===== config.mk =====
export PLATFORM = sky130hd
export DESIGN_NAME = time_binned_event_histogram
export DESIGN_NICKNAME = d
export VERILOG_FILES = /design/src/hdl/tbeh_pkg.sv /design/src/hdl/time_binned_event_histogram.sv /design/src/hdl/tbeh_ram.sv /design/src/hdl/tbeh_cursor.sv
export SDC_FILE = /design/constraint.sdc
export NUM_CORES = 2
export LEC_CHECK = 0
export BUFFER_PORTS_ARGS = -buffer_cell sky130_fd_sc_hd__buf_2
export CAP_MARGIN = 40
export CORE_MARGIN = 1
export CORE_UTILIZATION = 30
export CTS_BUF_LIST = sky130_fd_sc_hd__clkbuf_16
export CTS_CLUSTER_DIAMETER = 30
export DETAILED_ROUTE_END_ITERATION = 6
export GPL_TIMING_DRIVEN = 0
export MAX_ROUTING_LAYER = met4
export PLACE_DENSITY_LB_ADDON = 0.15
export SYNTH_ARGS = -nofsm -noshare
export SYNTH_HDL_FRONTEND = slang
export SYNTH_SLANG_ARGS = --single-unit

===== constraint.sdc =====
create_clock -name clk -period 11.8 [get_ports clk]
set_clock_uncertainty 0.2 [all_clocks]
set_input_delay 0.59 -clock clk [delete_from_list [all_inputs] [get_ports clk]]
set_output_delay 0.59 -clock clk [all_outputs]
set_load 0.02 [all_outputs]

===== src/hdl/tbeh_pkg.sv =====
// Package for the time-binned event histogram: field widths, opcodes,
// configuration register indexes, reset values and the cursor control structs.
// No dependencies.
package tbeh_pkg;

	localparam int MAX_BINS_DEF   = 64;
	localparam int COUNT_BITS_DEF = 24;

	localparam int TIME_W      = 32;
	localparam int BOUND_W     = 40;
	localparam int BIN_COUNT_W = 7;
	localparam int OPCODE_W    = 2;
	localparam int BIN_IDX_W   = 6;
	localparam int COUNT_OUT_W = 24;
	localparam int CFG_IDX_W   = 2;
	localparam int CFG_DATA_W  = 32;

	localparam logic [OPCODE_W-1:0] OP_CLEAR = 2'd0;
	localparam logic [OPCODE_W-1:0] OP_ADD   = 2'd1;
	localparam logic [OPCODE_W-1:0] OP_READ  = 2'd2;
	localparam logic [OPCODE_W-1:0] OP_SPARE = 2'd3;

	localparam logic [CFG_IDX_W-1:0] CFG_START  = 2'd0;
	localparam logic [CFG_IDX_W-1:0] CFG_WIDTH  = 2'd1;
	localparam logic [CFG_IDX_W-1:0] CFG_COUNT  = 2'd2;
	localparam logic [CFG_IDX_W-1:0] CFG_FILTER = 2'd3;

	localparam logic [TIME_W-1:0]      RST_START = 32'd0;
	localparam logic [TIME_W-1:0]      RST_WIDTH = 32'd1;
	localparam logic [BIN_COUNT_W-1:0] RST_COUNT = 7'd50;

	typedef struct packed {
		logic clear;
		logic step;
	} cur_cmd_t;

	typedef struct packed {
		logic advance;
		logic in_range;
	} cur_stat_t;

endpackage


===== src/hdl/time_binned_event_histogram.sv =====
// Top level of the time-binned event histogram: configuration registers, sequencer,
// count update, peaks and the read-out register.
// Depends on tbeh_pkg, tbeh_ram and tbeh_cursor.
//
//  channel  | dir | handshake           | fields
//  ---------+-----+---------------------+------------------------------------------------
//  input    | in  | in_valid / in_stall | opcode, event_time, passes_filter
//  result   | out | out_valid/out_stall | bin_index, local_count, global_count,
//           |     |                     | local_peak, global_peak, last_bin
//  config   | in  | cfg_we              | cfg_index, cfg_data
//
// A clear or an unused opcode completes in the cycle in which it is taken. An add goes
// through acceptance, a cursor step in the shared adder for every bin it passes, the count
// RAM read, then the write; an event past the last bin skips the write. A read-out fetches
// each bin in use in turn through the single RAM read port, an address state then a data
// state per bin, and a stalled result word holds the read-out in place while it is stalled.
// Reset is asynchronous; per-bin valid flags make the store read as zero, so there is
// no clearing pass. The input is stalled while an item is in work.
module time_binned_event_histogram #(
	parameter int MAX_BINS   = tbeh_pkg::MAX_BINS_DEF,
	parameter int COUNT_BITS = tbeh_pkg::COUNT_BITS_DEF
) (
	input  logic                                clk,
	input  logic                                arst_n,
	input  logic                                cfg_we,
	input  logic [tbeh_pkg::CFG_IDX_W-1:0]      cfg_index,
	input  logic [tbeh_pkg::CFG_DATA_W-1:0]     cfg_data,
	input  logic                                in_valid,
	output logic                                in_stall,
	input  logic [tbeh_pkg::OPCODE_W-1:0]       opcode,
	input  logic [tbeh_pkg::TIME_W-1:0]         event_time,
	input  logic                                passes_filter,
	output logic                                out_valid,
	input  logic                                out_stall,
	output logic [tbeh_pkg::BIN_IDX_W-1:0]      bin_index,
	output logic [tbeh_pkg::COUNT_OUT_W-1:0]    local_count,
	output logic [tbeh_pkg::COUNT_OUT_W-1:0]    global_count,
	output logic [tbeh_pkg::COUNT_OUT_W-1:0]    local_peak,
	output logic [tbeh_pkg::COUNT_OUT_W-1:0]    global_peak,
	output logic                                last_bin
);

	localparam int CW  = $clog2(MAX_BINS + 1);
	localparam int AW  = (MAX_BINS > 1) ? $clog2(MAX_BINS) : 1;
	localparam int CB  = COUNT_BITS;
	localparam int NW  = tbeh_pkg::BIN_COUNT_W;
	localparam int IW  = tbeh_pkg::BIN_IDX_W;
	localparam int OW  = tbeh_pkg::COUNT_OUT_W;
	localparam int TW  = tbeh_pkg::TIME_W;
	localparam logic [CB-1:0] CNT_MAX = '1;

	localparam logic [2:0] ST_IDLE = 3'd0;
	localparam logic [2:0] ST_STEP = 3'd1;
	localparam logic [2:0] ST_UPD  = 3'd2;
	localparam logic [2:0] ST_RADR = 3'd3;
	localparam logic [2:0] ST_RDAT = 3'd4;

	logic [TW-1:0]       start_q;
	logic [TW-1:0]       width_q;
	logic [NW-1:0]       count_q;
	logic                filter_q;

	logic [2:0]          state_q;
	logic [2:0]          state_d;
	logic [TW-1:0]       time_q;
	logic                pass_q;
	logic [AW-1:0]       rd_idx_q;
	logic [MAX_BINS-1:0] vld_q;
	logic                rvld_q;
	logic [CB-1:0]       lpk_q;
	logic [CB-1:0]       gpk_q;

	logic                out_valid_q;
	logic [AW-1:0]       oidx_q;
	logic [CB-1:0]       olcnt_q;
	logic [CB-1:0]       ogcnt_q;
	logic [CB-1:0]       olpk_q;
	logic [CB-1:0]       ogpk_q;
	logic                olast_q;

	logic                in_acc;
	logic                out_load;
	logic [NW-1:0]       n_full;
	logic [CW-1:0]       bins_used;
	logic [CW-1:0]       rd_next;
	logic                rd_last;

	tbeh_pkg::cur_cmd_t  cur_cmd;
	tbeh_pkg::cur_stat_t cur_stat;
	logic [CW-1:0]       cursor;

	logic                ram_we;
	logic                ram_re;
	logic [AW-1:0]       ram_waddr;
	logic [AW-1:0]       ram_raddr;
	logic [2*CB-1:0]     ram_wdata;
	logic [2*CB-1:0]     ram_rdata;

	logic [CB-1:0]       rd_local;
	logic [CB-1:0]       rd_global;
	logic [CB-1:0]       g_new;
	logic [CB-1:0]       l_new;
	logic                l_take;
	logic [CB-1:0]       gp_sel;

	always_ff @(posedge clk or negedge arst_n) begin
		if (!arst_n) begin
			start_q  <= tbeh_pkg::RST_START;
			width_q  <= tbeh_pkg::RST_WIDTH;
			count_q  <= tbeh_pkg::RST_COUNT;
			filter_q <= 1'b0;
		end else if (cfg_we) begin
			unique case (cfg_index)
				tbeh_pkg::CFG_START:  start_q  <= cfg_data;
				tbeh_pkg::CFG_WIDTH:  width_q  <= cfg_data;
				tbeh_pkg::CFG_COUNT:  count_q  <= cfg_data[NW-1:0];
				tbeh_pkg::CFG_FILTER: filter_q <= cfg_data[0];
				default: ;
			endcase
		end
	end

	always_comb begin
		if (count_q == '0) begin
			n_full = NW'(1);
		end else if (count_q > NW'(MAX_BINS)) begin
			n_full = NW'(MAX_BINS);
		end else begin
			n_full = count_q;
		end
	end

	assign bins_used = n_full[CW-1:0];
	assign rd_next   = CW'(rd_idx_q) + CW'(1);
	assign rd_last   = rd_next == bins_used;

	assign in_stall = state_q != ST_IDLE;
	assign in_acc   = in_valid && !in_stall;
	assign out_load = (state_q == ST_RDAT) && (!out_valid_q || !out_stall);

	assign cur_cmd.clear = in_acc && (opcode == tbeh_pkg::OP_CLEAR);
	assign cur_cmd.step  = (state_q == ST_STEP) && cur_stat.advance;

	tbeh_cursor #(
		.MAX_BINS (MAX_BINS)
	) u_cursor (
		.clk        (clk),
		.arst_n     (arst_n),
		.cmd        (cur_cmd),
		.start_time (start_q),
		.bin_width  (width_q),
		.event_time (time_q),
		.bins_used  (bins_used),
		.stat       (cur_stat),
		.cursor     (cursor)
	);

	assign ram_re = ((state_q == ST_STEP) && !cur_stat.advance && cur_stat.in_range) ||
		(state_q == ST_RADR);
	assign ram_raddr = (state_q == ST_RADR) ? rd_idx_q : cursor[AW-1:0];
	assign ram_we    = state_q == ST_UPD;
	assign ram_waddr = cursor[AW-1:0];
	assign ram_wdata = {l_new, g_new};

	tbeh_ram #(
		.WIDTH (2 * CB),
		.DEPTH (MAX_BINS)
	) u_ram (
		.clk   (clk),
		.we    (ram_we),
		.waddr (ram_waddr),
		.wdata (ram_wdata),
		.re    (ram_re),
		.raddr (ram_raddr),
		.rdata (ram_rdata)
	);

	assign rd_local  = rvld_q ? ram_rdata[2*CB-1:CB] : '0;
	assign rd_global = rvld_q ? ram_rdata[CB-1:0] : '0;
	assign l_take    = !filter_q || pass_q;
	assign g_new     = (rd_global == CNT_MAX) ? rd_global : rd_global + CB'(1);
	assign l_new     = (l_take && rd_local != CNT_MAX) ? rd_local + CB'(1) : rd_local;
	assign gp_sel    = (filter_q && gpk_q > lpk_q) ? gpk_q : lpk_q;

	always_comb begin
		state_d = state_q;
		unique case (state_q)
			ST_IDLE: begin
				if (in_acc) begin
					case (opcode)
						tbeh_pkg::OP_ADD:  state_d = ST_STEP;
						tbeh_pkg::OP_READ: state_d = ST_RADR;
						default:           state_d = ST_IDLE;
					endcase
				end
			end
			ST_STEP: begin
				if (cur_stat.advance) begin
					state_d = ST_STEP;
				end else if (cur_stat.in_range) begin
					state_d = ST_UPD;
				end else begin
					state_d = ST_IDLE;
				end
			end
			ST_UPD:  state_d = ST_IDLE;
			ST_RADR: state_d = ST_RDAT;
			ST_RDAT: begin
				if (out_load) begin
					state_d = rd_last ? ST_IDLE : ST_RADR;
				end
			end
			default: state_d = ST_IDLE;
		endcase
	end

	always_ff @(posedge clk or negedge arst_n) begin
		if (!arst_n) begin
			state_q     <= ST_IDLE;
			rd_idx_q    <= '0;
			vld_q       <= '0;
			rvld_q      <= 1'b0;
			lpk_q       <= '0;
			gpk_q       <= '0;
			out_valid_q <= 1'b0;
		end else begin
			state_q <= state_d;
			if (ram_re) begin
				rvld_q <= vld_q[ram_raddr];
			end
			if (cur_cmd.clear) begin
				vld_q <= '0;
				lpk_q <= '0;
				gpk_q <= '0;
			end
			if (state_q == ST_UPD) begin
				vld_q[ram_waddr] <= 1'b1;
				if (g_new > gpk_q) begin
					gpk_q <= g_new;
				end
				if (l_new > lpk_q) begin
					lpk_q <= l_new;
				end
			end
			if (in_acc && opcode == tbeh_pkg::OP_READ) begin
				rd_idx_q <= '0;
			end else if (out_load) begin
				rd_idx_q <= rd_next[AW-1:0];
			end
			if (out_load) begin
				out_valid_q <= 1'b1;
			end else if (!out_stall) begin
				out_valid_q <= 1'b0;
			end
		end
	end

	always_ff @(posedge clk) begin
		if (in_acc) begin
			time_q <= event_time;
			pass_q <= passes_filter;
		end
		if (out_load) begin
			oidx_q  <= rd_idx_q;
			olcnt_q <= rd_local;
			ogcnt_q <= rd_global;
			olpk_q  <= lpk_q;
			ogpk_q  <= gp_sel;
			olast_q <= rd_last;
		end
	end

	assign out_valid    = out_valid_q;
	assign bin_index    = IW'(oidx_q);
	assign local_count  = OW'(olcnt_q);
	assign global_count = OW'(ogcnt_q);
	assign local_peak   = OW'(olpk_q);
	assign global_peak  = OW'(ogpk_q);
	assign last_bin     = olast_q;

endmodule


===== src/hdl/tbeh_ram.sv =====
// Generic single-port-write, single-port-read RAM with a registered read.
// No dependencies.
module tbeh_ram #(
	parameter int WIDTH = 48,
	parameter int DEPTH = 64
) (
	input  logic                                   clk,
	input  logic                                   we,
	input  logic [((DEPTH > 1) ? $clog2(DEPTH) : 1)-1:0] waddr,
	input  logic [WIDTH-1:0]                       wdata,
	input  logic                                   re,
	input  logic [((DEPTH > 1) ? $clog2(DEPTH) : 1)-1:0] raddr,
	output logic [WIDTH-1:0]                       rdata
);

	logic [WIDTH-1:0] mem_q [DEPTH];
	logic [WIDTH-1:0] rdata_q;

	always_ff @(posedge clk) begin
		if (we) begin
			mem_q[waddr] <= wdata;
		end
		if (re) begin
			rdata_q <= mem_q[raddr];
		end
	end

	assign rdata = rdata_q;

endmodule


===== src/hdl/tbeh_cursor.sv =====
// Bin cursor and upper bound, stepped by one shared 40-bit adder and comparator.
// Depends on tbeh_pkg.
module tbeh_cursor #(
	parameter int MAX_BINS = tbeh_pkg::MAX_BINS_DEF
) (
	input  logic                                 clk,
	input  logic                                 arst_n,
	input  tbeh_pkg::cur_cmd_t                   cmd,
	input  logic [tbeh_pkg::TIME_W-1:0]          start_time,
	input  logic [tbeh_pkg::TIME_W-1:0]          bin_width,
	input  logic [tbeh_pkg::TIME_W-1:0]          event_time,
	input  logic [$clog2(MAX_BINS + 1)-1:0]      bins_used,
	output tbeh_pkg::cur_stat_t                  stat,
	output logic [$clog2(MAX_BINS + 1)-1:0]      cursor
);

	localparam int CW = $clog2(MAX_BINS + 1);
	localparam int BW = tbeh_pkg::BOUND_W;
	localparam logic [BW-1:0] BOUND_RST =
		BW'(tbeh_pkg::RST_START) + BW'(tbeh_pkg::RST_WIDTH);

	logic [CW-1:0] cursor_q;
	logic [BW-1:0] bound_q;
	logic [BW-1:0] add_a;
	logic [BW-1:0] add_sum;
	logic          late;

	assign add_a   = cmd.clear ? BW'(start_time) : bound_q;
	assign add_sum = add_a + BW'(bin_width);
	assign late    = BW'(event_time) > bound_q;

	assign stat.in_range = cursor_q < bins_used;
	assign stat.advance  = stat.in_range && late;
	assign cursor        = cursor_q;

	always_ff @(posedge clk or negedge arst_n) begin
		if (!arst_n) begin
			cursor_q <= '0;
			bound_q  <= BOUND_RST;
		end else if (cmd.clear) begin
			cursor_q <= '0;
			bound_q  <= add_sum;
		end else if (cmd.step) begin
			cursor_q <= cursor_q + CW'(1);
			bound_q  <= add_sum;
		end
	end

endmodule


==> impl_metrics.py <==
metrics = {
    "timing": {
        "setup-violations-final": 0,
        "max_slew_margin_pct": 24.90,
        "max_freq_mhz": 104.7,
        "final_hold_viol_count": 0,
        "tightest_slew_ns": 1.126,
        "rsz0062_at_grt": "no",
        "min_period_ns": 9.549,
        "min_period_over_period_pct": 80.92,
        "drv_slew": 0,
        "worst_slack_ns": 2.251,
    },
    "pwr": {
        "p_leak_nw": 67.33,
        "peakVddDrop_uv": 160.0,
        "power_density_mw_per_mm2": 281.6,
    },
    "floorplan": {
        "die_area_mm2": 0.4715,
        "coreArea_mm2": 0.4670,
        "die_w_um": 686.6,
        "ios": 179,
        "start_util_pct": 30.11,
        "die_y_um": 686.6,
        "row_count": 251,
    },
    "logic_synthesis": {
        "postSynthAreaPerCell_um2": 15.82,
        "ys.flop_type": "edfxtp_1",
        "yosysSeqAreaShare_pct": 73.84,
        "synth.area.top_cells": "edfxtp_1 70%, mux4_2 6.2%, nand2_1 4.6%",
        "syn_inst": 8891,
        "synth_area_mm2": 0.1406,
        "synth_edf_count": 3256,
        "synthDistinctLibCells": 82,
        "ys_seq_elements": 3498,
        "synthArstFlopShare_pct": 6.918,
        "yosysWarningCount": 0,
        "yosys.area.top_type": "edfxtp_1",
        "yosysTopAreaCellShare_pct": 69.53,
        "syn-num-nets": 9114,
    },
    "worst_hold_path": {
        "hold_start": "event_time[7]",
        "hold_path.class": "input pin to flop",
    },
    "finish": {
        "seqCellArea_mm2": 0.1038,
        "fill_cells": 42520,
        "drive_above_1_share_pct": 25.54,
        "areaGrowthSynthToFinish_pct": 33.05,
        "nets": 10760,
        "multiInputGateArea_mm2": 0.03495,
        "utilization_pct": 40.06,
        "layout_commonest_cell": "edfxtp_1",
        "final_cell_mix": "3256 x edfxtp_1, 1738 x nand2_1, 765 x clkbuf_16",
    },
    "route": {
        "via_per_inst": 5.203,
        "ant_nets": 0,
        "drc": 1,
        "num_vias": 91300,
        "drt_iter0_markers": 10780,
        "wirelength_um": 563300,
        "wl_per_cell_um": 32.11,
        "drtPass1Iterations": 7,
    },
    "setup_path": {
        "slowest_delay_ns": 0.71,
        "crit_buf_inv": 9,
        "crit_arrival_ns": 10.27,
        "timing.rr.start": "rvld_q",
        "worstSetupPathType": "flop to flop",
        "critical_path.most_common_cell": "clkbuf_1",
        "required_ns": 12.52,
        "path_delay_family": "buffers and inverters",
        "crit_path_top_delay_cell": "clkbuf_1",
        "critPathLaunchType": "flop",
        "cp-end-kind": "flop",
        "critPathMaxFanout": 10,
        "worstSetupStartpoint": "rvld_q",
    },
    "run_status": {
        "status": "finished, violations left",
        "violations": "design-rule violations",
    },
    "grt": {
        "met2_usage_pct": 36.28,
        "grt_pass1_vias": 89210,
        "overflow": 0,
        "grt_usage_pct": 23.98,
        "use_met3_pct": 4.156,
        "grt_pass1_wl_um": 755300,
        "busiest_layer": "met2",
        "antenna_found_initial": 81,
        "grt_max_degree": 100,
        "use_met1_pct": 32.21,
    },
    "placed_design": {
        "io_buffers": 178,
        "place_ws_ns": 2.322,
        "post-dp-hpwl_um": 417600,
        "place_congestion": 1.008,
    },
    "clocking": {
        "clk_pin_slew_worst_paths_ns": 0.05,
        "insertion_delay_ns": 1.10,
        "cts_buffers": 760,
        "clockBufferDepth": 4,
        "htree_num_levels": 6,
        "cts_tree": "yes",
        "clock-root-buffer": "clkbuf_16",
        "cts.sinks": 3498,
    },
    "job": {
        "drv_cap": 0,
    },
}
[where the power goes]
group,internal [mW],switching [mW]
Sequential,15.0,0.251
Combinational,4.99,11.2
Clock,14.2,7.11
[stage by stage]
| stage | power (mW) | TNS, ns | hold slack [ns] | area [um2] | cells |
|---|---|---|---|---|---|
| 4_1_cts | 52.67 | 0 | 0.01335 | 186500 | 17380 |
| 3_3_place_gp | 29.99 | -2366.64 | 0.2347 | 149300 | 15270 |
| 6_report | 52.69 | 0 | 0.08464 | 187100 | 17550 |
| 5_1_grt | 54.14 | 0 | 0.05593 | 187000 | 17520 |
| 3_5_place_dp | 31.27 | 0 | 0.2329 | 159300 | 15850 |
| 2_1_floorplan | 22.51 | 0 | 0.09441 | 140600 | 8891 |
[logic make-up after synthesis]
group	Yosys count	share of synthesized area, %
xor+xnor	85	0.5294
compound gates	946	4.582
fa+ha+maj	149	1.331
simple gates	2798	8.723
mux	759	8.974
flops	3498	73.84
buf+inv	656	2.018
[repair_timing]
item	4_1_cts	5_1_grt
endpoints found under the hold margin	373	0
hold buffers	106	0
gates resized for setup	0	0
endpoints found under the setup margin	0	0
setup buffers	0	0
[routing by layer]
layer | wire length, um | part of all wire [%]
met1 | 242200 | 43
met2 | 256100 | 45
met3 | 41890 | 7.4
met4 | 23180 | 4.1
met5 | 0 | 0
[worst reg2reg max path: cells and delay by family (launching register included)]
family	cells	cell delay [ns]
buffers and inverters	9	3.86
AOI/OAI and AO/OA	2	0.73
xor gates and xnor gates	1	0.54
DFF	1	0.55
adders and majority gates	2	0.41
and+or+nand+nor	10	2.73
muxes	1	0.38
[registers in the layout, indices dropped and copies added (netlist names), 3 cells and up]
register,cells
bin_index,6
count_q,7
global_count,24
global_peak,24
gpk_q,24
local_count,24
local_peak,24
lpk_q,24
rd_idx_q,6
start_q,32
state_q,3
time_q,32
u_cursor.bound_q,40
u_cursor.cursor,7
u_ram.mem_q,3072
u_ram.rdata,48
vld_q,64
width_q,32
[synthesized netlist by cell type, types with 138 or more instances]
cell and count:
mux4_2 387, a31oi_1 202, o22ai_1 195, nand3_1 426
dfrtp_1 237, edfxtp_1 3256, a311oi_1 182, nor2_1 192
buf_2 138, clkbuf_1 270, mux2i_1 243, inv_1 139
nand2_1 1738, ha_1 148, and3_1 216
[final timing paths]
check | to | slack, ns | cells after the start
setup / recovery | gpk_q[14] | 2.25 | 25
hold / removal | time_q[7] | 0.08 | 2
setup reg to reg | gpk_q[14] | 2.25 | 25
hold reg to reg | local_peak[11] | 0.24 | 0
max in group asynchronous | u_cursor.cursor[2] | 10.39 | 4
min in group asynchronous | lpk_q[19] | 0.51 | 4
[layout make-up]
| class | instances | area share, % |
|---|---|---|
| Clock inverter | 659 | 3.708 |
| Clock buffer | 765 | 10.23 |
| Timing Repair Buffer | 888 | 6.022 |
| Sequential cell | 3498 | 55.50 |
| Tap cell | 6198 | 4.145 |
| Inverter | 139 | 0.2789 |
| Multi-Input combinational cell | 4737 | 18.68 |
| Antenna cell | 145 | 0.1939 |
| Buffer | 517 | 1.240 |
No activity file was read; power rests on OpenSTA's default activity.
